File: config.mk
export PLATFORM = sky130hd
export DESIGN_NAME = driver_distraction_alarm
export DESIGN_NICKNAME = d
export VERILOG_FILES = /design/src/design/dda_pkg.sv /design/src/design/dda_head.sv /design/src/design/dda_grade.sv /design/src/design/driver_distraction_alarm.sv
export SDC_FILE = /design/constraint.sdc
export NUM_CORES = 1
export LEC_CHECK = 0
export BUFFER_PORTS_ARGS = -buffer_cell sky130_fd_sc_hd__buf_2
export CAP_MARGIN = 30
export CORE_ASPECT_RATIO = 1.4
export CORE_MARGIN = 2
export CORE_UTILIZATION = 52
export CTS_CLUSTER_DIAMETER = 60
export CTS_CLUSTER_SIZE = 8
export DETAILED_ROUTE_END_ITERATION = 10
export MAX_ROUTING_LAYER = met4
export PLACE_DENSITY_LB_ADDON = 0.3
export SLEW_MARGIN = 5
export SYNTH_ARGS = -nofsm -noshare
export SYNTH_HDL_FRONTEND = slang
export SYNTH_SLANG_ARGS = --single-unit
File: constraint.sdc
create_clock -name clk_i -period 5.6 [get_ports clk_i]
set_input_delay 1.4 -clock clk_i [delete_from_list [all_inputs] [get_ports clk_i]]
set_output_delay 1.4 -clock clk_i [all_outputs]
set_load 0.01 [all_outputs]
File: src/design/dda_pkg.sv
`timescale 1ns / 1ps
`default_nettype none

package dda_pkg;

  localparam int unsigned GYRO_W     = 16;
  localparam int unsigned TILT_W     = 15;
  localparam int unsigned MIN_SPD_W  = 7;
  localparam int unsigned DIST_W     = 12;
  localparam int unsigned SERVO_W    = 8;
  localparam int unsigned STATUS_W   = 3;
  localparam int unsigned CFG_ADDR_W = 3;
  localparam int unsigned CFG_DATA_W = 16;
  localparam int unsigned OUT_DATA_W = 16;

  // register reset values, truncated to the converter width where it applies
  localparam int unsigned WHEEL_REST_RESET  = 512;
  localparam int unsigned WHEEL_THRSH_RESET = 20;
  localparam logic [TILT_W-1:0]    TILT_THRSH_RESET = TILT_W'(30);
  localparam logic [MIN_SPD_W-1:0] MIN_SPEED_RESET  = MIN_SPD_W'(40);

  localparam logic [SERVO_W-1:0] SERVO_0   = SERVO_W'(0);
  localparam logic [SERVO_W-1:0] SERVO_60  = SERVO_W'(60);
  localparam logic [SERVO_W-1:0] SERVO_120 = SERVO_W'(120);
  localparam logic [SERVO_W-1:0] SERVO_180 = SERVO_W'(180);

  typedef enum logic [CFG_ADDR_W-1:0] {
    REG_GYRO_X_REST  = 3'd0,
    REG_GYRO_Y_REST  = 3'd1,
    REG_WHEEL_REST   = 3'd2,
    REG_TILT_THRSH   = 3'd3,
    REG_WHEEL_THRSH  = 3'd4,
    REG_MIN_SPEED    = 3'd5
  } cfg_reg_e;

  typedef enum logic [STATUS_W-1:0] {
    STATUS_NONE      = 3'd0,
    STATUS_ONE       = 3'd1,
    STATUS_BOTH      = 3'd2,
    STATUS_INSECURE  = 3'd3,
    STATUS_IMPRUDENT = 3'd4,
    STATUS_COLLISION = 3'd5
  } status_e;

  // driver symptoms of one sample set
  typedef struct packed {
    logic head;   // tilt or unmatched head turning
    logic steer;  // sharp steering at speed
  } sym_t;

endpackage

`default_nettype wire

File: src/design/dda_head.sv
`timescale 1ns / 1ps
`default_nettype none

module dda_head #(
  parameter int unsigned ADC_BITS = 10,
  parameter int unsigned SPEED_W  = 4
) (
  input  wire logic                                 clk_i,
  input  wire logic                                 rst_ni,
  input  wire logic                                 cfg_we_i,
  input  wire logic [dda_pkg::CFG_ADDR_W-1:0]       cfg_addr_i,
  input  wire logic [dda_pkg::CFG_DATA_W-1:0]       cfg_data_i,
  input  wire logic                                 fire_i,
  input  wire logic [dda_pkg::GYRO_W-1:0]           gyro_x_i,
  input  wire logic [dda_pkg::GYRO_W-1:0]           gyro_y_i,
  input  wire logic [ADC_BITS-1:0]                  wheel_angle_i,
  input  wire logic [ADC_BITS-1:0]                  speed_raw_i,
  output dda_pkg::sym_t                             sym_o,
  output logic [SPEED_W-1:0]                        speed_hi_o
);

  // floor(speed_raw / 100) by reciprocal multiplication, exact over the input range
  localparam int unsigned RECIP_SH = ADC_BITS + 7;
  localparam int unsigned RECIP_W  = ADC_BITS + 1;
  localparam int unsigned PROD_W   = 2 * ADC_BITS + 1;
  localparam logic [RECIP_W-1:0] RECIP = RECIP_W'(((2 ** RECIP_SH) + 99) / 100);
  localparam int unsigned DEV_W = dda_pkg::GYRO_W + 1;
  localparam int unsigned WHL_W = ADC_BITS + 2;
  localparam int unsigned SPD_CMP_W = 17;

  logic [dda_pkg::GYRO_W-1:0]    gx_rest_q, gy_rest_q;
  logic [ADC_BITS-1:0]           wheel_rest_q, wheel_thr_q;
  logic [dda_pkg::TILT_W-1:0]    tilt_thr_q;
  logic [dda_pkg::MIN_SPD_W-1:0] min_speed_q;

  logic signed [DEV_W-1:0] prev_x_q, prev_y_q;
  logic [ADC_BITS-1:0]     steer_ref_q, steer_ref_d;
  logic                    ref_valid_q;

  logic signed [DEV_W-1:0] dx, dy, thr_pos, thr_neg;
  logic                    tilt, y_pos, y_neg, right_turn, left_turn, head_sym;
  logic signed [WHL_W-1:0] wheel_s, wt_s, win_hi, win_lo, ref_s, diff;
  logic [ADC_BITS-1:0]     ref_cur;
  logic [SPD_CMP_W-1:0]    speed_lim;
  logic                    fast, sharp;
  logic [PROD_W-1:0]       prod;

  always_ff @(posedge clk_i or negedge rst_ni) begin
    if (!rst_ni) begin
      gx_rest_q    <= '0;
      gy_rest_q    <= '0;
      wheel_rest_q <= ADC_BITS'(dda_pkg::WHEEL_REST_RESET);
      wheel_thr_q  <= ADC_BITS'(dda_pkg::WHEEL_THRSH_RESET);
      tilt_thr_q   <= dda_pkg::TILT_THRSH_RESET;
      min_speed_q  <= dda_pkg::MIN_SPEED_RESET;
    end else if (cfg_we_i) begin
      unique case (cfg_addr_i)
        dda_pkg::REG_GYRO_X_REST: gx_rest_q    <= cfg_data_i;
        dda_pkg::REG_GYRO_Y_REST: gy_rest_q    <= cfg_data_i;
        dda_pkg::REG_WHEEL_REST:  wheel_rest_q <= cfg_data_i[ADC_BITS-1:0];
        dda_pkg::REG_TILT_THRSH:  tilt_thr_q   <= cfg_data_i[dda_pkg::TILT_W-1:0];
        dda_pkg::REG_WHEEL_THRSH: wheel_thr_q  <= cfg_data_i[ADC_BITS-1:0];
        dda_pkg::REG_MIN_SPEED:   min_speed_q  <= cfg_data_i[dda_pkg::MIN_SPD_W-1:0];
        default: ;
      endcase
    end
  end

  // head symptom: deviation from rest beyond threshold on this and the previous sample
  always_comb begin
    dx      = $signed({gyro_x_i[dda_pkg::GYRO_W-1], gyro_x_i})
            - $signed({gx_rest_q[dda_pkg::GYRO_W-1], gx_rest_q});
    dy      = $signed({gyro_y_i[dda_pkg::GYRO_W-1], gyro_y_i})
            - $signed({gy_rest_q[dda_pkg::GYRO_W-1], gy_rest_q});
    thr_pos = $signed({2'b00, tilt_thr_q});
    thr_neg = -thr_pos;
    tilt    = (dx >= thr_pos && prev_x_q >= thr_pos) ||
              (dx <= thr_neg && prev_x_q <= thr_neg);
    y_pos   = dy >= thr_pos && prev_y_q >= thr_pos;
    y_neg   = dy <= thr_neg && prev_y_q <= thr_neg;

    wheel_s    = $signed({2'b00, wheel_angle_i});
    wt_s       = $signed({2'b00, wheel_thr_q});
    win_hi     = $signed({2'b00, wheel_rest_q}) + wt_s;
    win_lo     = $signed({2'b00, wheel_rest_q}) - wt_s;
    right_turn = wheel_s > win_hi && y_pos;
    left_turn  = wheel_s < win_lo && y_neg;
    head_sym   = tilt || ((y_pos || y_neg) && !(right_turn || left_turn));
  end

  // steering symptom against the latched reference; first sample loads it
  always_comb begin
    ref_cur   = ref_valid_q ? steer_ref_q : wheel_angle_i;
    ref_s     = $signed({2'b00, ref_cur});
    diff      = ref_s - wheel_s;
    // speed_raw / 10 >= min_speed  <=>  speed_raw >= 10 * min_speed
    speed_lim = SPD_CMP_W'({min_speed_q, 3'b000}) + SPD_CMP_W'({min_speed_q, 1'b0});
    fast      = SPD_CMP_W'(speed_raw_i) >= speed_lim;
    sharp     = (diff >= wt_s || diff <= -wt_s) && fast;
    steer_ref_d = sharp ? ref_cur : wheel_angle_i;
  end

  assign sym_o = '{head: head_sym, steer: sharp};

  assign prod       = PROD_W'(speed_raw_i) * PROD_W'(RECIP);
  assign speed_hi_o = prod[RECIP_SH +: SPEED_W];

  always_ff @(posedge clk_i or negedge rst_ni) begin
    if (!rst_ni) begin
      prev_x_q    <= '0;
      prev_y_q    <= '0;
      steer_ref_q <= '0;
      ref_valid_q <= 1'b0;
    end else if (fire_i) begin
      prev_x_q    <= dx;
      prev_y_q    <= dy;
      steer_ref_q <= steer_ref_d;
      ref_valid_q <= 1'b1;
    end
  end

  a_ref_loaded: assert property (@(posedge clk_i) disable iff (!rst_ni)
    fire_i |=> ref_valid_q)
    else $error("steering reference not loaded after a sample");

  a_ref_held: assert property (@(posedge clk_i) disable iff (!rst_ni)
    fire_i && ref_valid_q && sym_o.steer |=> $stable(steer_ref_q))
    else $error("steering reference moved during sharp steering");

endmodule

`default_nettype wire

File: src/design/dda_grade.sv
`timescale 1ns / 1ps
`default_nettype none

module dda_grade #(
  parameter int unsigned SPEED_W = 4
) (
  input  wire logic [SPEED_W-1:0]             speed_hi_i,
  input  wire logic [dda_pkg::DIST_W-1:0]     distance_i,
  input  wire dda_pkg::sym_t                  sym_i,
  output logic                                led_one_o,
  output logic                                led_two_o,
  output logic [dda_pkg::SERVO_W-1:0]         servo_angle_o,
  output dda_pkg::status_e                    status_o
);

  localparam int unsigned SAFE_W = 2 * SPEED_W;
  localparam int unsigned CMP_W  = (SAFE_W > 15) ? SAFE_W : 15;

  logic [SAFE_W-1:0] safe;
  logic [CMP_W-1:0]  safe_x, dist_x, dist_p1, dist_x2, dist_x3;
  logic              collision, imprudent, insecure, any_sym;

  assign safe = SAFE_W'(speed_hi_i) * SAFE_W'(speed_hi_i);

  // dist < floor(safe / k)  <=>  k * (dist + 1) <= safe
  always_comb begin
    safe_x    = CMP_W'(safe);
    dist_x    = CMP_W'(distance_i);
    dist_p1   = dist_x + CMP_W'(1);
    dist_x2   = {dist_p1[CMP_W-2:0], 1'b0};
    dist_x3   = dist_x2 + dist_p1;
    collision = dist_x3 <= safe_x;
    imprudent = dist_x2 <= safe_x;
    insecure  = dist_x < safe_x;
  end

  always_comb begin
    any_sym = sym_i.head || sym_i.steer;
    led_one_o     = 1'b1;
    led_two_o     = 1'b1;
    servo_angle_o = dda_pkg::SERVO_0;
    status_o      = dda_pkg::STATUS_NONE;
    priority if (collision) begin
      servo_angle_o = dda_pkg::SERVO_180;
      status_o      = dda_pkg::STATUS_COLLISION;
    end else if (any_sym && imprudent) begin
      servo_angle_o = dda_pkg::SERVO_120;
      status_o      = dda_pkg::STATUS_IMPRUDENT;
    end else if (any_sym && insecure) begin
      servo_angle_o = dda_pkg::SERVO_60;
      status_o      = dda_pkg::STATUS_INSECURE;
    end else begin
      // near distance without a symptom leaves everything off
      led_two_o = sym_i.head && sym_i.steer && !insecure;
      led_one_o = any_sym && !insecure;
      if (led_two_o) begin
        status_o = dda_pkg::STATUS_BOTH;
      end else if (led_one_o) begin
        status_o = dda_pkg::STATUS_ONE;
      end
    end
  end

endmodule

`default_nettype wire

File: src/design/driver_distraction_alarm.sv
`timescale 1ns / 1ps
`default_nettype none
// an accepted sample set is registered in stage one, then in the result register
// throughput: one set per cycle unless stalled; the symptom history updates on accept
// a stalled output holds its result while one more sample set waits in stage one
// reset (async, active low) sets registers to defaults and clears gyro history
// and the steering reference; no memory, so no clearing pass

module driver_distraction_alarm #(
  parameter int unsigned ADC_BITS = 10
) (
  input  wire logic                                    clk_i,
  input  wire logic                                    rst_ni,
  input  wire logic                                    cfg_valid_i,
  output logic                                         cfg_ready_o,
  input  wire logic [dda_pkg::CFG_ADDR_W-1:0]          cfg_addr_i,
  input  wire logic [dda_pkg::CFG_DATA_W-1:0]          cfg_data_i,
  input  wire logic                                    s_axis_tvalid,
  output logic                                         s_axis_tready,
  // gyro_x[15:0], gyro_y[31:16], wheel_angle, speed_raw, distance, zero pad
  input  wire logic [((2*ADC_BITS+44+7)/8)*8-1:0]      s_axis_tdata,
  output logic                                         m_axis_tvalid,
  input  wire logic                                    m_axis_tready,
  // led_one[0], led_two[1], servo_angle[9:2], status[12:10], zero pad
  output logic [dda_pkg::OUT_DATA_W-1:0]               m_axis_tdata
);

  localparam int unsigned SPEED_W = $clog2(((2 ** ADC_BITS) - 1) / 100 + 1);
  localparam int unsigned WHL_LSB = 2 * dda_pkg::GYRO_W;
  localparam int unsigned SPD_LSB = WHL_LSB + ADC_BITS;
  localparam int unsigned DST_LSB = SPD_LSB + ADC_BITS;
  localparam int unsigned OUT_USED = 2 + dda_pkg::SERVO_W + dda_pkg::STATUS_W;

  logic                         s_fire, mid_adv, out_adv;
  dda_pkg::sym_t                sym, sym_q;
  logic [SPEED_W-1:0]           speed_hi, speed_hi_q;
  logic [dda_pkg::DIST_W-1:0]   dist_q;
  logic                         mid_valid_q, out_valid_q;
  logic                         led_one, led_two;
  logic [dda_pkg::SERVO_W-1:0]  servo;
  dda_pkg::status_e             status;
  logic [OUT_USED-1:0]          out_q;

  assign cfg_ready_o = 1'b1;

  assign out_adv       = !out_valid_q || m_axis_tready;
  assign mid_adv       = !mid_valid_q || out_adv;
  assign s_axis_tready = mid_adv;
  assign s_fire        = s_axis_tvalid && s_axis_tready;

  dda_head #(
    .ADC_BITS (ADC_BITS),
    .SPEED_W  (SPEED_W)
  ) u_head (
    .clk_i         (clk_i),
    .rst_ni        (rst_ni),
    .cfg_we_i      (cfg_valid_i && cfg_ready_o),
    .cfg_addr_i    (cfg_addr_i),
    .cfg_data_i    (cfg_data_i),
    .fire_i        (s_fire),
    .gyro_x_i      (s_axis_tdata[dda_pkg::GYRO_W-1:0]),
    .gyro_y_i      (s_axis_tdata[dda_pkg::GYRO_W +: dda_pkg::GYRO_W]),
    .wheel_angle_i (s_axis_tdata[WHL_LSB +: ADC_BITS]),
    .speed_raw_i   (s_axis_tdata[SPD_LSB +: ADC_BITS]),
    .sym_o         (sym),
    .speed_hi_o    (speed_hi)
  );

  // stage one: symptoms, scaled speed and distance
  always_ff @(posedge clk_i or negedge rst_ni) begin
    if (!rst_ni) begin
      mid_valid_q <= 1'b0;
    end else if (mid_adv) begin
      mid_valid_q <= s_fire;
    end
  end

  always_ff @(posedge clk_i) begin
    if (s_fire) begin
      sym_q      <= sym;
      speed_hi_q <= speed_hi;
      dist_q     <= s_axis_tdata[DST_LSB +: dda_pkg::DIST_W];
    end
  end

  dda_grade #(
    .SPEED_W (SPEED_W)
  ) u_grade (
    .speed_hi_i    (speed_hi_q),
    .distance_i    (dist_q),
    .sym_i         (sym_q),
    .led_one_o     (led_one),
    .led_two_o     (led_two),
    .servo_angle_o (servo),
    .status_o      (status)
  );

  // result register
  always_ff @(posedge clk_i or negedge rst_ni) begin
    if (!rst_ni) begin
      out_valid_q <= 1'b0;
    end else if (out_adv) begin
      out_valid_q <= mid_valid_q;
    end
  end

  always_ff @(posedge clk_i) begin
    if (out_adv && mid_valid_q) begin
      out_q <= {status, servo, led_two, led_one};
    end
  end

  assign m_axis_tvalid = out_valid_q;
  assign m_axis_tdata  = dda_pkg::OUT_DATA_W'(out_q);

  a_accept_lands: assert property (@(posedge clk_i) disable iff (!rst_ni)
    s_fire |=> mid_valid_q)
    else $error("accepted sample set missing from stage one");

  a_mid_kept: assert property (@(posedge clk_i) disable iff (!rst_ni)
    mid_valid_q && !out_adv |=> mid_valid_q && $stable(dist_q))
    else $error("stage one dropped a transaction under stall");

  a_none_servo: assert property (@(posedge clk_i) disable iff (!rst_ni)
    m_axis_tvalid && m_axis_tdata[12:10] == dda_pkg::STATUS_NONE |->
      m_axis_tdata[9:2] == dda_pkg::SERVO_0 && m_axis_tdata[1:0] == 2'b00)
    else $error("idle status with lamps or servo active");

endmodule

`default_nettype wire
==> key figures <==
Outcome
  – Outcome: complete, no violations

Clocking
  – CTS clock-pin slew for the worst setup and hold paths: ~70 ps
  – Total clock sinks: 149
  – H-tree lvl count: 4
  – Clock latency on the worst-skew pair: 440 ps
  – Bufs on Longest Clock Path: 2
  – CTS tree: built
  – Root Driver: clkbuf_16
  – CTS Buf Count: 17

Place
  – Post-placement cell count: 2258
  – Dpl hpwl: 33800 um
  – I/O Buffers: 100
  – GPL Wtd Cong: 0.913

Floorplan
  – Die Wd: 153 um
  – Die area: 32400 um^2
  – Die Ht: 212 um
  – IO Count: 107
  – Core Box Area: 30600 um^2
  – Initial Util: 0.525
  – # rows: between 70 and 80

Timing
  – F_max: 181 MHz
  – WHS: about 500 ps
  – Hold Fails Final Rpt: 0
  – Rel. slew slack: 0.359
  – Skew final: 12.2 ps
  – Fin crit share: 0.988
  – Setup Viol. Count Final: 0
  – RSZ-0062 raised after global routing: true
  – Minimum clock period after layout: 5530 ps
  – Worst-margin pin slew: 952 ps
  – Final Max Slew Viols: 0

Critical path
  – Req. time, crit path: 5780 ps
  – Critical path class: input pin to flip-flop
  – RR Startpoint: u_head.ref_valid_q
  – Setup crit start kind: input pin
  – Endpoint of the worst register-to-register path: u_head.steer_ref_q[5]
  – WP data arrival: between 5000 and 6000 ps
  – Worst R2R Path Depth: 19
  – Crit-path max FO: 2
  – R2r setup slk: between 900 and 1000 ps
  – Worst setup EP type: flip-flop

Yosys
  – Syn. warnings: 0
  – FF+latch count, synth: 149
  – Primary FF master, synth: dfrtp_1
  – Number of synthesized flops with an enable pin: 28
  – Post-synthesis sequential area ratio: 0.241
  – Ys async rst share: 0.812
  – Synth cell types: 78
  – Mapped Area: between 15000 and 20000 um^2
  – Area contributors post-synth: ha_1 (28%), dfrtp_1 (17%), edfxtp_1 (5.2%), mux2_2 (4.8%), inv_1 (4.5%)
  – Post-synth top area share: 0.277
  – Avg Cell Area, Syn: just over 9 um^2
  – Dominant cell type by area after synthesis: ha_1
  – Synthesized instance count: 1753

GRT
  – GR Util All Layers: 0.268
  – Antenna violations before repair: 2
  – Busiest layer in global routing: met2
  – First-pass GRT wire length: 67300 um
  – Routing usage on met2: 0.491
  – GR Util met3: 0.0291
  – Vias in the first global route: 13600
  – Largest net degree at the start of global routing: 54
  – GRT met1 Usage: 0.300
  – Total congestion overflow: 0

Hold path
  – HP Class: flip-flop to flip-flop
  – Hold Crit Depth: 2
  – WHS Endpoint: u_head.prev_y_q[0]
  – Worst Hold Launch: u_head.prev_y_q[0]

Route
  – DRT iter0 DRCs: roughly 500
  – Via Count: 13300
  – Vias/cell: 5.78
  – Per-cell routed wire length: 18.0 um
  – Antenna Nets Post-Route: 0
  – # DRC: 0
  – 1st-pass router iterations: 5
  – Final wirelength: 41300 um

Power
  – Clock Power Share: 0.150
  – Worst vdd ir: about 240 uV
  – Internal power: ~4.3 mW
  – Power density cells: 436 nW/um^2
  – Share of power burned in registers: 0.217
  – Net Switching: 3.51 mW
  – Leakage: 8.83 nW
  – Logic pwr share: 0.633
  – Switching Fraction: 0.449

Cells and area
  – Layout Nets: 2363
  – Syn-to-layout area delta: 11.5%
  – Fin util: 0.586
  – Area of the multi-input gates: 11400 um^2
  – FF+latch area: 3880 um^2
  – Final non-filler cell total: between 2000 and 2500
  – FILL cells: 2687
  – Layout cells sized above 1: 0.149

Run
  – Max_cap viols: 0
[worst max-delay path by stage]
stage	from	endpoint	slack [ps]
floorplan	s_axis_tdata[51]	speed_hi_q[3]	4
global placement	s_axis_tdata[51]	speed_hi_q[3]	-290
detailed placement	s_axis_tdata[51]	speed_hi_q[3]	-360
CTS	s_axis_tdata[51]	speed_hi_q[3]	90
global route	s_axis_tdata[50]	speed_hi_q[3]	-50
finish	s_axis_tdata[50]	speed_hi_q[3]	70
[sequential cells by signal, summed over array words and instances, names as in the netlist, 2 cells and up]
| signal | count |
|---|---|
| out_q | 10 |
| dist_q | 12 |
| u_head.prev_y_q | 17 |
| u_head.tilt_thr_q | 15 |
| sym_q | 2 |
| u_head.gy_rest_q | 16 |
| speed_hi_q | 4 |
| u_head.prev_x_q | 17 |
| u_head.wheel_thr_q | 10 |
| u_head.gx_rest_q | 16 |
| u_head.min_speed_q | 7 |
| u_head.steer_ref_q | 10 |
| u_head.wheel_rest_q | 10 |
[critical path, cell delays in order]
cell and delay, ps:
buf_6 100, fa_1 590, inv_2 60, fa_1 570, fa_1 450, fa_1 490, fa_1 530, inv_2 50
ha_4 260, a21o_1 120, a21oi_2 50, nor2b_2 140, o32ai_2 110, a311oi_2 300, nor2_2 100, buf_4 140
a211o_1 250
[cells in the mapped netlist, types with 15 or more instances]
library cell and number:
a21oi_1 92, nand2_1 136, inv_1 194, dfrtp_1 112, nor2_1 82, ha_1 356, nand3_1 35, edfxtp_1 28
a211oi_1 15, nand2b_1 24, nand4_1 26, nor3_1 33, nor4_1 19, a21o_1 44, o21a_1 24, xnor2_1 65
mux2_2 68, fa_1 30, xor2_1 22, o21ai_0 120, nor2b_1 29
[layer usage]
layer | vias to the layer above | part of all wire | wire [um]
met5 | - | 0 | 0
met4 | 0 | 0.033 | 1350
met3 | 80 | 0.029 | 1200
met2 | 280 | 0.52 | 21500
met1 | 6357 | 0.42 | 17300
li1 | 6550 | - | -
[per-stage QoR]
stage          instance area [um^2]  TNS, ps  total power [mW]  worst slack, ps
6_report                      17900        0              7.81             67.0
4_1_cts                       17800        0              7.75             91.0
5_1_grt                       17900    -71.9              8.61            -45.4
3_5_place_dp                  17300    -1480              6.53             -363
3_3_place_gp                  17300     -840              6.35             -286
2_1_floorplan                 16100        0              5.19             4.05
[power groups by stage]
stage | clock [mW] | sequential, mW | combinational [mW]
floorplan | 0 | 1.62 | 3.57
global placement | 0 | 1.70 | 4.66
detailed placement | 0 | 1.71 | 4.82
CTS | 1.19 | 1.69 | 4.87
global route | 1.23 | 1.73 | 5.65
finish | 1.18 | 1.69 | 4.95
[layout make-up]
cell class              count  area share
flip-flops and latches    149       0.216
clock inverters            15     0.00900
inverters                 195      0.0410
multi-input cells        1387       0.637
repair buffers            139      0.0454
diodes                      3    0.000419
well taps                 390      0.0272
clock buffers              17      0.0237
[layout by cell type (no fill, tap or decap), drive strengths merged, types with 6 or more instances in the layout]
cell type / Yosys / final
nor4: 19 / 19
and3: 15 / 15
mux2: 68 / 68
a31oi: 13 / 13
o21bai: 6 / 6
xnor2: 65 / 65
fa: 30 / 30
a2111oi: 7 / 7
clkbuf: 14 / 17
a21oi: 92 / 92
inv: 195 / 204
dfrtp: 112 / 112
nand2: 136 / 136
o211ai: 13 / 13
a21boi: 11 / 11
ha: 356 / 356
buf: 12 / 139
nand2b: 24 / 24
o21ai: 123 / 123
o21a: 24 / 24
a211o: 10 / 10
and2: 10 / 10
nand4: 27 / 27
nand3: 35 / 35
xor2: 22 / 22
nor3: 34 / 34
a211oi: 15 / 15
dfstp: 9 / 9
a21o: 44 / 44
edfxtp: 28 / 28
conb: 2 / 6
nor2: 82 / 82
nor2b: 29 / 29
[repair_timing]
action / CTS / global route
buffers inserted: 0 / 1
endpoints found under the setup margin: 0 / 13
gates resized for setup: 0 / 12
endpoints found under the hold margin: 0 / 0
hold buffers: 0 / 0
[cell families (layout without fill, tap and decap cells)]
family                   count (synthesis)  after routing  share of synthesized area
AND/OR/NAND/NOR                        440            440                      0.136
other                                    2              9                   0.000467
XOR/XNOR                                87             87                     0.0474
AO/OA/AOI/OAI                          398            398                      0.157
adder cells (fa/ha/maj)                387            387                      0.315
flip-flops                             149            149                      0.241
buffers and inverters                  221            366                     0.0539
multiplexers                            69             69                     0.0482
Note: power is estimated with default switching activity, not from simulation.
